**config.mk**
```make
export PLATFORM = sky130hd
export DESIGN_NAME = upt_front
export DESIGN_NICKNAME = d
export VERILOG_FILES = /design/src/rtl/upt_pkg.sv /design/src/rtl/upt_front.sv
export SDC_FILE = /design/constraint.sdc
export NUM_CORES = 1
export LEC_CHECK = 0
export CELL_PAD_IN_SITES_DETAIL_PLACEMENT = 1
export CELL_PAD_IN_SITES_GLOBAL_PLACEMENT = 1
export CORE_AREA = 2 2 54 56
export DETAILED_ROUTE_END_ITERATION = 6
export DIE_AREA = 0 0 56 58
export DONT_BUFFER_PORTS = 1
export GPL_ROUTABILITY_DRIVEN = 0
export PLACE_DENSITY = 0.66
export REMOVE_ABC_BUFFERS = 1
export SYNTH_ARGS = -nofsm -noshare
export SYNTH_HDL_FRONTEND = slang
export SYNTH_SLANG_ARGS = --single-unit
export TNS_END_PERCENT = 5
```
**constraint.sdc**
```tcl
create_clock -name vclk -period 0.9
set_input_delay 0.045 -clock vclk [all_inputs]
set_output_delay 0.045 -clock vclk [all_outputs]
set_load 0.02 [all_outputs]
```
**src/rtl/upt_pkg.sv**
```systemverilog
// Package with the types and constants of the permission table.
`default_nettype none

package upt_pkg;

    // Request codes as they arrive on the input item.
    typedef enum logic [2:0] {
        REQ_ADD    = 3'd0,
        REQ_REMOVE = 3'd1,
        REQ_GRANT  = 3'd2,
        REQ_REVOKE = 3'd3,
        REQ_CHECK  = 3'd4
    } req_t;

    // Configuration register indexes.
    localparam logic [1:0] CFG_LIMIT  = 2'd0;
    localparam logic [1:0] CFG_ENABLE = 2'd1;

    // Reset value of the slot limit register.
    localparam logic [6:0] LIMIT_RESET = 7'd64;

    // Depth of the queue between front and back.
    localparam int Q_DEPTH = 2;
    localparam int Q_PTR_W = $clog2(Q_DEPTH);
    localparam int Q_CNT_W = $clog2(Q_DEPTH + 1);

    // A classified item as it travels from front to back.
    typedef struct packed {
        req_t        req;
        logic        ok;
        logic [31:0] uid;
        logic [31:0] perm;
    } item_t;

    // Back end sequencer states.
    typedef enum logic [1:0] {
        BK_IDLE,
        BK_MATCH,
        BK_PICK,
        BK_EXEC
    } back_state_t;

endpackage

`default_nettype wire

```
**src/rtl/upt_front.sv**
```systemverilog
// Front end: accepts request items and classifies them before queueing.
`default_nettype none

module upt_front (
    input  wire logic                 start,
    output logic                      busy,
    input  wire logic [2:0]           req_type,
    input  wire logic [31:0]          user_id,
    input  wire logic [31:0]          permission,
    input  wire logic                 table_enable,
    input  wire logic                 q_full,
    output logic                      push,
    output upt_pkg::item_t            push_item
);

    import upt_pkg::*;

    logic known_req;
    logic needs_perm;

    // An item is taken whenever the queue has room.
    assign busy = q_full;
    assign push = start && !q_full;

    // Classify the request: anything rejected here is only reported as an error.
    always_comb
    begin
        known_req  = req_type inside {REQ_ADD, REQ_REMOVE, REQ_GRANT, REQ_REVOKE, REQ_CHECK};
        needs_perm = req_type inside {REQ_GRANT, REQ_REVOKE, REQ_CHECK};
        push_item.req  = req_t'(req_type);
        push_item.uid  = user_id;
        push_item.perm = permission;
        push_item.ok   = table_enable && (user_id != 32'd0) && known_req &&
                         !(needs_perm && (permission == 32'd0));
    end

endmodule

`default_nettype wire

```
==> impl_metrics.json <==
{
  "drv_cap": 0,
  "synthSimpleGateAreaFrac_pct": 23.69,
  "crit_required_ns": 0.85,
  "path_delay_family": "simple AND/OR/NAND/NOR gates",
  "max_freq_mhz": 1142,
  "antennaDiodeCount": 0,
  "final_antenna_net_count": 0,
  "seq_cells": 0,
  "final_cell_mix": "9 x nor4_2, 6 x nor4_1, 3 x nand4_1",
  "synth-xor-area-share_pct": 0,
  "ios": 140,
  "die_area_sq_um": 3248,
  "antenna_found_initial": 0,
  "vias_per_cell": 7.053,
  "cp_max_fo": 2,
  "drt-total-wl_um": 2666,
  "nFillCells": 323,
  "synthCells": 94,
  "final_nets": 98,
  "post-route-min-period_ns": 0.8758,
  "wire_per_inst_um": 46.77,
  "crit_path_start_kind": "input port",
  "p_leak_nw": 0.02082,
  "synthesis.area_sq_um": 691.9,
  "slew_headroom_pct": 73.42,
  "clkPwrFrac_pct": 0,
  "die_h_um": 58,
  "yosysSeqAreaShare_pct": 0,
  "finalHoldViolations": 0,
  "clkbuf_count": 0,
  "grt_overflow": 0,
  "fin_setup_tns_ns": 0,
  "synthTopCellsByArea": "buf_4 74%, nor4_1 11%, nor4_2 7.2%, nand4_1 2.7%, o21ai_0 1.4%",
  "synthAdderAreaFrac_pct": 0,
  "place_inst": 57,
  "p_comb_share_pct": 100.0,
  "maxSlewViolCount": 0,
  "p_per_area_nw_per_um2": 137.1,
  "netlist.top_cell.by_area": "buf_4",
  "setup_viol": 0,
  "pwr-share-seq_pct": 0,
  "yosysUniqueCellTypes": 10,
  "cp_slowest_stage_delay_ns": 0.28,
  "p_int_mw": 0.02124,
  "timing.final.crit_share_pct": 97.31,
  "ir_worst_vdd_mv": 0.03654,
  "register_area_sq_um": 0,
  "hold_class": "in -> out",
  "drcViolationCount": 0,
  "area_growth_pct": -60.40,
  "fin_area_sq_um": 274.0,
  "drive_above_1_share_pct": 46.15,
  "place_area_sq_um": 220.2,
  "synth_top_area_share_pct": 73.78,
  "first_global_vias": 451,
  "syn_avg_cell_area_sq_um": 7.361,
  "finalPower_mw": 0.03758,
  "core_area_sq_um": 2663,
  "multi_input_area_sq_um": 235.2,
  "layout_commonest_cell": "nor4_2",
  "final_cell_count_no_fill": 57,
  "grt_max_degree": 4,
  "track_usage_pct": 14.61,
  "vias": 402,
  "grt_pass1_wl_um": 3684,
  "start_util_pct": 25.99,
  "grt_setup_unrepaired": "no",
  "die_w_um": 56,
  "cp_num_buf_inv": 0,
  "end_kind": "output port",
  "synth_compound_area_share_pct": 2.532,
  "switching_power_mw": 0.01634,
  "status": "finished, final reports clean",
  "yosysWarnings": 0,
  "slowest_stage": "nor4_1",
  "muxShareOfSynthArea_pct": 0,
  "switching_share_pct": 43.48,
  "synth_top_family_by_area": "buffers and inverters",
  "fp-row-count": 19,
  "drt_iter0_drc": 11,
  "worst_pin_slew_ns": 0.3979,
  "crit_type": "in -> out",
  "portBuffers": 0,
  "first_pass_iters": 4,
  "crit_chain": "nor4_1 -> nand4_1 -> nor3_2 -> nor2_2",
  "cp_data_arrival_time_ns": 0.83
}
synthesized netlist by cell type:
cell type	number
buf_4	68
nor4_1	12
o21ai_0	2
o211ai_1	1
nor4_2	4
nand4_1	3
nand3_1	1
nor3_1	1
nor2b_1	1
nor2_1	1
logic make-up after synthesis:
kind of cell,after synthesis
and+or+nand+nor,23
buffers and inverters,68
AOI/OAI and AO/OA,3
metal layers:
| layer | share of wire, % | global-route usage, % | wire length [um] |
|---|---|---|---|
| met2 | 42 | 21.34 | 1112 |
| met1 | 22 | 11.86 | 577 |
| met3 | 36 | 20.98 | 949 |
| met4 | 0.98 | 1.361 | 26 |
| met5 | 0 | 0 | 0 |
layout make-up:
type                            count  share of cell area, %
Tap cell                           31                  14.16
Multi-Input combinational cell     26                  85.84
what timing repair did:
item | CTS | global route
gates resized for setup | 4 | 6
pin swaps | 1 | 0
setup buffers | 0 | 0
hold buffers | 0 | 0
gates cloned | 0 | 0
endpoints found under the setup margin | 1 | 1
final timing paths:
kind                  slack (ns)       endpoint      startpoint  cells after the start
worst max-delay path        0.02  push_item[64]   permission[0]                      4
worst min-delay path        0.09  push_item[10]  permission[10]                      0
per-stage QoR:
stage	util (%)	hold WS [ns]	worst slack, ns
after floorplan	-	0.09000	0.1645
after global placement	8.271	0.09026	-0.05155
after detailed placement	8.271	0.09025	-0.1689
after CTS	8.788	0.09025	0.01630
after global routing	10.29	0.09003	0.002034
final	10.29	0.09001	0.02419
power by group through the flow:
stage | sequential, mW | clock [mW] | combinational (mW)
finish | 0 | 0 | 0.0376
global route | 0 | 0 | 0.0408
CTS | 0 | 0 | 0.0338
detailed placement | 0 | 0 | 0.0315
global placement | 0 | 0 | 0.0305
floorplan | 0 | 0 | 0.0286
(Power assumes the default switching activity.)
