<file path="src/rtl/upt_pkg.sv">
// Package with the types and constants of the permission table.
`default_nettype none

package upt_pkg;

    // Request codes as they arrive on the input item.
    typedef enum logic [2:0] {
        REQ_ADD    = 3'd0,
        REQ_REMOVE = 3'd1,
        REQ_GRANT  = 3'd2,
        REQ_REVOKE = 3'd3,
        REQ_CHECK  = 3'd4
    } req_t;

    // Configuration register indexes.
    localparam logic [1:0] CFG_LIMIT  = 2'd0;
    localparam logic [1:0] CFG_ENABLE = 2'd1;

    // Reset value of the slot limit register.
    localparam logic [6:0] LIMIT_RESET = 7'd64;

    // Depth of the queue between front and back.
    localparam int Q_DEPTH = 2;
    localparam int Q_PTR_W = $clog2(Q_DEPTH);
    localparam int Q_CNT_W = $clog2(Q_DEPTH + 1);

    // A classified item as it travels from front to back.
    typedef struct packed {
        req_t        req;
        logic        ok;
        logic [31:0] uid;
        logic [31:0] perm;
    } item_t;

    // Back end sequencer states.
    typedef enum logic [1:0] {
        BK_IDLE,
        BK_MATCH,
        BK_PICK,
        BK_EXEC
    } back_state_t;

endpackage

`default_nettype wire

</file>
<file path="src/rtl/upt_queue.sv">
// Short queue of classified items between the front and back ends.
`default_nettype none

module upt_queue (
    input  wire logic           clk,
    input  wire logic           rst_n,
    input  wire logic           push,
    input  wire upt_pkg::item_t push_item,
    input  wire logic           pop,
    output upt_pkg::item_t      pop_item,
    output logic                full,
    output logic                empty
);

    import upt_pkg::*;

    item_t                slot_reg [Q_DEPTH];
    logic [Q_PTR_W-1:0]   wr_ptr_reg;
    logic [Q_PTR_W-1:0]   rd_ptr_reg;
    logic [Q_CNT_W-1:0]   count_reg;
    logic [Q_CNT_W-1:0]   count_next;

    assign full     = (count_reg == Q_CNT_W'(Q_DEPTH));
    assign empty    = (count_reg == '0);
    assign pop_item = slot_reg[rd_ptr_reg];

    // Occupancy follows pushes and pops.
    always_comb
    begin
        count_next = count_reg;
        if (push && !pop)
        begin
            count_next = count_reg + 1'b1;
        end
        else if (pop && !push)
        begin
            count_next = count_reg - 1'b1;
        end
    end

    // Pointers and count.
    always_ff @(posedge clk or negedge rst_n)
    begin
        if (!rst_n)
        begin
            wr_ptr_reg <= '0;
            rd_ptr_reg <= '0;
            count_reg  <= '0;
        end
        else
        begin
            if (push)
            begin
                wr_ptr_reg <= wr_ptr_reg + 1'b1;
            end
            if (pop)
            begin
                rd_ptr_reg <= rd_ptr_reg + 1'b1;
            end
            count_reg <= count_next;
        end
    end

    // Item storage.
    always_ff @(posedge clk)
    begin
        if (push)
        begin
            slot_reg[wr_ptr_reg] <= push_item;
        end
    end

endmodule

`default_nettype wire

</file>
<file path="config.mk">
export PLATFORM = sky130hd
export DESIGN_NAME = upt_queue
export DESIGN_NICKNAME = d
export VERILOG_FILES = /design/src/rtl/upt_pkg.sv /design/src/rtl/upt_queue.sv
export SDC_FILE = /design/constraint.sdc
export NUM_CORES = 1
export LEC_CHECK = 0
export BUFFER_PORTS_ARGS = -buffer_cell sky130_fd_sc_hd__buf_2
export CORE_AREA = 2 2 134 136
export CTS_CLUSTER_DIAMETER = 200
export CTS_CLUSTER_SIZE = 30
export DETAILED_ROUTE_END_ITERATION = 10
export DIE_AREA = 0 0 136 138
export HOLD_SLACK_MARGIN = 0.12
export MAX_ROUTING_LAYER = met4
export SETUP_SLACK_MARGIN = 0.02
export SLEW_MARGIN = 20
export SYNTH_ARGS = -nofsm -noshare
export SYNTH_HDL_FRONTEND = slang
export SYNTH_SLANG_ARGS = --single-unit
</file>
<file path="constraint.sdc">
create_clock -name clk -period 4.7 [get_ports clk]
set_input_delay 0.94 -clock clk [delete_from_list [all_inputs] [get_ports clk]]
set_output_delay 0.94 -clock clk [all_outputs]
set_load 0.01 [all_outputs]
</file>
==> metrics.csv, run 1 <==
stage,metric,value,unit
routing,routed_wl,9340,um
clock_tree,cts-root-buf,clkbuf_16,
yosys,synthXorXnorAreaFrac,0.00853,
sta,finalMaxSlewViolations,0,
clock_tree,clock_sinks,140,
routing,first_pass_iters,4,
critical_path,cp-endpoint,pop_item[47],
pwr,clkPwrFrac,0.332,
sta,tns,0,ns
floorplan,pin_count,142,
sta,grt_setup_unrepaired,false,
critical_path,worst_setup_path_end_kind,output port,
floorplan,design.core.area,17500,um^2
sta,skew,0.00435,ns
yosys,synth_fp_nets,301,
yosys,ys_ff_latch,140,
critical_path,crit_fanout,69,
clock_tree,cts_resized,0,
routing,vias_per_cell,4.19,
critical_path,startpoint,rd_ptr_reg$_DFFE_PN0P_,
sta,setup_viol,0,
yosys,synthDistinctLibCells,14,
clock_tree,htree_levels,4,
global_routing,overflow,0,
yosys,synth-simple-area-share,0.00512,
yosys,yosysTopAreaCellShare,0.795,
critical_path,critPathKind,flip-flop to output port,
cells_and_area,area_growth,31.0,%
floorplan,die-height,138,um
yosys,yosysSeqAreaShare,0.815,
sta,fmax,0.330,GHz
global_routing,grt_first_pass_wirelength,14200,um
routing,drcViolationCount,0,
routing,via_count,2616,
status,status,"finished, final reports clean",
placed_design,gp_congestion,0.685,
yosys,syn_inst,228,
yosys,synth_mux_area_frac,0.156,
cells_and_area,largest_register_ffs,136,
yosys,yosys_warnings,0,
pwr,intPower,3050,uW
critical_path,ff2ff_path_depth,2,
pwr,p_comb_frac,0.227,
clock_tree,holdBufCountCts,0,
global_routing,grt_pass1_vias,2828,
floorplan,rows,49,
floorplan,die_w,136,um
critical_path,worstPathRequired,3.76,ns
clock_tree,numCtsBuffers,17,
worst_hold_path,holdCritPathClass,primary input to asynchronous set/reset pin,
floorplan,die-area,18800,um^2
placed_design,place_inst,591,
global_routing,grt_max_degree,70,
critical_path,rr_startpoint,wr_ptr_reg$_DFFE_PN0P_,
sta,period_needed,3.03,ns
critical_path,rrSetupSlack,2.89,ns
yosys,yosys.area_share.adder,0.00244,
run,max_cap_viol_count,0,
clock_tree,tritoncts,yes,
sta,worstMarginPinSlew,1.01,ns
clock_tree,cts_setup_buffers,0,
pwr,switchingPower,1140,uW
pwr,power_density,623,nW/um^2
sta,max_slew_margin,0.327,
yosys,synth_area_leader_cell,edfxtp_1,
routing,drtAntennaViolNets,0,
critical_path,crit_path_start_kind,flip-flop,
yosys,synth_area_leaders,"edfxtp_1 80%, mux2_2 13%, mux2_4 2.9%",
clock_tree,cts_max_path_buffers,2,
clock_tree,clkLatencyLatePin,0.40,ns
sta,fin_crit_sh,0.645,
yosys,syn_area,5140,um^2
routing,detail_route.wl_per_cell,14.9,um
critical_path,timing.rr.end,slot_reg[0][20]$_DFFE_PP_,
yosys,avgSynthCellArea,22.5,um^2
pwr,leakagePower,0.00254,uW
critical_path,arrival,2.09,ns
yosys,synth-compound-area-share,0,
global_routing,antenna_found_initial,2,
global_routing,grtUsageTotal,0.104,
floorplan,start_util,0.293,
placed_design,numPortBuffers,141,
cells_and_area,fin_nets,454,
cells_and_area,fin_cells,625,
pwr,peakVddDrop,0.000359,V
pwr,p_sw_frac,0.271,
yosys,synth_top_family_by_area,multiplexers,
clock_tree,clk_pin_slew,0.06,ns
pwr,power_frac_seq,0.441,
sta,final_hold_viol_count,0,
placed_design,place_hpwl,5820,um
cells_and_area,post_route_cells_drive_above_1_share,0.617,
routing,initialDrtViolationCount,93,
## Yosys cell counts
cell type / number
nor2b_1: 2
mux2_4: 10
mux2_2: 58
xnor2_1: 1
buf_2: 5
buf_8: 1
edfxtp_1: 136
xor2_1: 4
and2_1: 1
buf_6: 2
dfrtp_1: 4
nor2_1: 2
inv_1: 1
ha_1: 1
## kinds of logic after synthesis
group / Yosys count
flops: 140
mux: 68
fa+ha+maj: 1
xor+xnor: 5
buf+inv: 9
simple gates: 5
## metrics by stage
step	cell area (um^2)	utilization	hold WS, ns	power, uW	setup WS (ns)
6_report	6730	0.384	0.333	4190	1.67
3_5_place_dp	6100	0.348	0.499	2860	2.06
4_1_cts	6720	0.383	0.301	4270	1.60
2_1_floorplan	5140	-	0.455	2480	0.272
5_1_grt	6730	0.384	0.304	4400	1.55
3_3_place_gp	6100	0.348	0.470	2830	2.08
## routing by layer
layer | vias to the layer above | GRT usage | share of wire | wire (um)
met5 | - | - | 0 | 0
met1 | 1305 | 0.112 | 0.42 | 3910
met4 | 0 | 0.0395 | 0.011 | 105
li1 | 1211 | - | - | -
met3 | 7 | 0.0444 | 0.079 | 737
met2 | 93 | 0.169 | 0.49 | 4590
## cell type report
| class | count | area [um^2] |
|---|---|---|
| fillers | 1650 | 10800 |
| well taps | 229 | 287 |
| clock buffers | 17 | 425 |
| inverters | 1 | 3.75 |
| multi-input cells | 79 | 896 |
| diodes | 2 | 5.00 |
| clock inverters | 15 | 198 |
| repair buffers | 142 | 726 |
| flip-flops and latches | 140 | 4190 |
## cells in the final DEF (no fill, tap or decap)
cell / count
ha_1: 1
inv_6: 1
diode_2: 2
nor2b_1: 1
buf_2: 141
nor2b_4: 1
xor2_1: 4
clkinv_1: 2
bufinv_16: 4
inv_1: 1
clkinv_2: 1
clkinvlp_4: 4
mux2_4: 10
dfrtp_1: 3
dfrtp_4: 1
and2_4: 1
edfxtp_1: 136
mux2_2: 58
clkbuf_16: 17
nor2_1: 2
clkinv_4: 3
buf_12: 1
xnor2_1: 1
## power groups by stage
stage                     clock [uW]  sequential (uW)  combinational (uW)
after floorplan                    0             1750                 736
after global placement             0             1870                 965
after detailed placement           0             1880                 973
after CTS                       1430             1860                 979
after global routing            1490             1890                1030
final                           1390             1850                 952
## critical path, cell delays in order, from the launching register on
cell	delay [ns]
dfrtp_4	1.10
mux2_2	0.42
buf_2	0.14
## how the worst min path moves through the flow
stage | from | to | slack (ns) | cells past startpoint
after floorplan | wr_ptr_reg$_DFFE_PN0P_ | wr_ptr_reg$_DFFE_PN0P_ | 0.46 | 1
final | rst_n | count_reg[0]$_DFFE_PN0P_ | 0.33 | 1
after global routing | rst_n | count_reg[0]$_DFFE_PN0P_ | 0.30 | 1
after CTS | rst_n | rd_ptr_reg$_DFFE_PN0P_ | 0.30 | 1
after detailed placement | count_reg[1]$_DFFE_PN0P_ | count_reg[1]$_DFFE_PN0P_ | 0.50 | 1
after global placement | count_reg[1]$_DFFE_PN0P_ | count_reg[1]$_DFFE_PN0P_ | 0.47 | 1
Note: power is estimated with default switching activity, not from simulation.
==> run 2: changes to the inputs <==
==> constraint.sdc (replaced) <==
create_clock -name clk -period 2.95 [get_ports clk]
set_input_delay 0.59 -clock clk [delete_from_list [all_inputs] [get_ports clk]]
set_output_delay 0.59 -clock clk [all_outputs]
set_load 0.01 [all_outputs]
==> metrics.csv, run 2 (synthesized netlist as in run 1, its figures left out) <==
stage,metric,value,unit
routing,wl_met2,4800,um
pwr,leakagePower,0.00258,uW
sta,max_slew_margin,0.626,
pwr,intPower,4970,uW
placed_design,numPortBuffers,141,
floorplan,start_util,0.293,
placed_design,dp_slack,0.917,ns
critical_path,worst_setup_path_end_kind,output port,
floorplan,design.core.area,17500,um^2
global_routing,grt_first_pass_wirelength,14900,um
critical_path,arrival,1.85,ns
clock_tree,clk_pin_slew,0.06,ns
critical_path,critPathKind,flip-flop to output port,
critical_path,cp_num_buf_inv,2,
pwr,switchingPower,1790,uW
routing,drtAntennaViolNets,0,
global_routing,grt_pass1_vias,2864,
sta,grt_setup_unrepaired,false,
floorplan,rows,49,
routing,met1Wirelength,3950,um
cells_and_area,largest_register_ffs,136,
clock_tree,holdBufCountCts,1,
routing,top_layer,met4,
clock_tree,clkLatencyLatePin,0.41,ns
floorplan,die_w,136,um
cells_and_area,seqCellArea,4190,um^2
sta,fin_crit_sh,0.828,
global_routing,grtUsageTotal,0.110,
sta,final_hold_viol_count,0,
global_routing,grt_max_degree,46,
run,max_cap_viol_count,0,
critical_path,cp_cell_sequence,"buf_4, mux2_2, buf_2",
clock_tree,cts_resized,0,
sta,layout_setup_ws,0.507,ns
routing,routed_wl,9580,um
sta,period_needed,2.44,ns
sta,skew,0.00440,ns
clock_tree,clock_sinks,140,
critical_path,crit_family,flip-flops,
placed_design,dpl_cell_area,6140,um^2
status,status,"finished, final reports clean",
pwr,clkPwrFrac,0.332,
pwr,power_frac_seq,0.410,
pwr,p_sw_frac,0.265,
critical_path,rr_startpoint,wr_ptr_reg$_DFFE_PN0P_,
floorplan,die-height,138,um
sta,setup_viol,0,
pwr,peakVddDrop,0.000449,V
clock_tree,numCtsBuffers,17,
clock_tree,htree_levels,4,
clock_tree,cts_setup_buffers,0,
placed_design,gp_congestion,0.668,
worst_hold_path,holdCritPathClass,primary input to flip-flop,
floorplan,pin_count,142,
routing,vias_per_cell,4.14,
cells_and_area,multi_input_area,896,um^2
sta,fmax,0.409,GHz
critical_path,crit_fanout,26,
placed_design,place_inst,595,
sta,finalMaxSlewViolations,0,
critical_path,startpoint,rd_ptr_reg$_DFFE_PN0P_,
cells_and_area,fin_cells,629,
sta,tns,0,ns
routing,via_count,2605,
critical_path,crit_path_start_kind,flip-flop,
floorplan,die-area,18800,um^2
cells_and_area,area_growth,32.1,%
clock_tree,tritoncts,yes,
clock_tree,cts-root-buf,clkbuf_16,
pwr,power_density,997,nW/um^2
cells_and_area,layout_common_cells,"141 x buf_2, 136 x edfxtp_1, 58 x mux2_2",
pwr,p_comb_frac,0.257,
critical_path,cp_slowest_cell,dfrtp_4,
routing,detail_route.wl_per_cell,15.2,um
routing,drcViolationCount,0,
clock_tree,cts_max_path_buffers,2,
placed_design,place_hpwl,6280,um
global_routing,overflow,0,
critical_path,worstPathRequired,2.36,ns
cells_and_area,fin_nets,459,
sta,worstMarginPinSlew,0.560,ns
worst_hold_path,min-delay-start,push_item[51],
critical_path,cp_slowest_stage_delay,0.53,ns
routing,first_pass_iters,4,
cells_and_area,post_route_cells_drive_above_1_share,0.609,
cells_and_area,layout_commonest_cell,buf_2,
cells_and_area,final_area,6780,um^2
global_routing,antenna_found_initial,1,
routing,initialDrtViolationCount,94,
cells_and_area,nFillCells,1671,
routing,route.met3.wl,683,um
## run 2: power groups by stage
| stage | logic (uW) | registers, uW | clock network [uW] |
|---|---|---|---|
| final | 1740 | 2780 | 2250 |
| after global routing | 1900 | 2810 | 2410 |
| after CTS | 1800 | 2780 | 2310 |
| after detailed placement | 1790 | 2820 | 0 |
| after global placement | 1770 | 2800 | 0 |
| after floorplan | 1170 | 2770 | 0 |
## run 2: final timing paths
| kind | endpoint | slack, ns | depth (start not counted) |
|---|---|---|---|
| hold reg to reg | count_reg[1]$_DFFE_PN0P_ | 0.50 | 1 |
| setup / recovery | pop_item[54] | 0.51 | 3 |
| hold / removal | slot_reg[1][51]$_DFFE_PP_ | 0.37 | 1 |
| setup reg to reg | slot_reg[1][42]$_DFFE_PP_ | 1.46 | 2 |
| min in group asynchronous | wr_ptr_reg$_DFFE_PN0P_ | 0.52 | 2 |
| max in group asynchronous | rd_ptr_reg$_DFFE_PN0P_ | 2.28 | 2 |
## run 2: cell type report
class / instances / share of cell area
flip-flops and latches: 140 / 0.617
repair buffers: 147 / 0.115
inverters: 1 / 0.000553
multi-input cells: 79 / 0.132
clock buffers: 17 / 0.0627
clock inverters: 15 / 0.0299
diodes: 1 / 0.000369
well taps: 229 / 0.0422
## run 2: stage by stage
| stage | util | total power (uW) | hold slack, ns |
|---|---|---|---|
| 6_report | 0.387 | 6760 | 0.369 |
| 5_1_grt | 0.387 | 7120 | 0.338 |
| 4_1_cts | 0.387 | 6890 | 0.343 |
| 3_5_place_dp | 0.350 | 4610 | 0.408 |
| 3_3_place_gp | 0.350 | 4570 | 0.406 |
| 2_1_floorplan | - | 3940 | 0.294 |
## run 2: metal layers
| metal | vias up | global-route usage |
|---|---|---|
| li1 | 1217 | - |
| met1 | 1286 | 0.119 |
| met2 | 90 | 0.177 |
| met3 | 12 | 0.0414 |
| met4 | 0 | 0.0499 |
| met5 | - | - |
## run 2: worst reg2reg max path, delay by kind of cell (launching register included)
kind	cells	cell delay (ns)
AND/OR/NAND/NOR	1	0.41
flip-flops	1	0.42
buffers and inverters	1	0.33
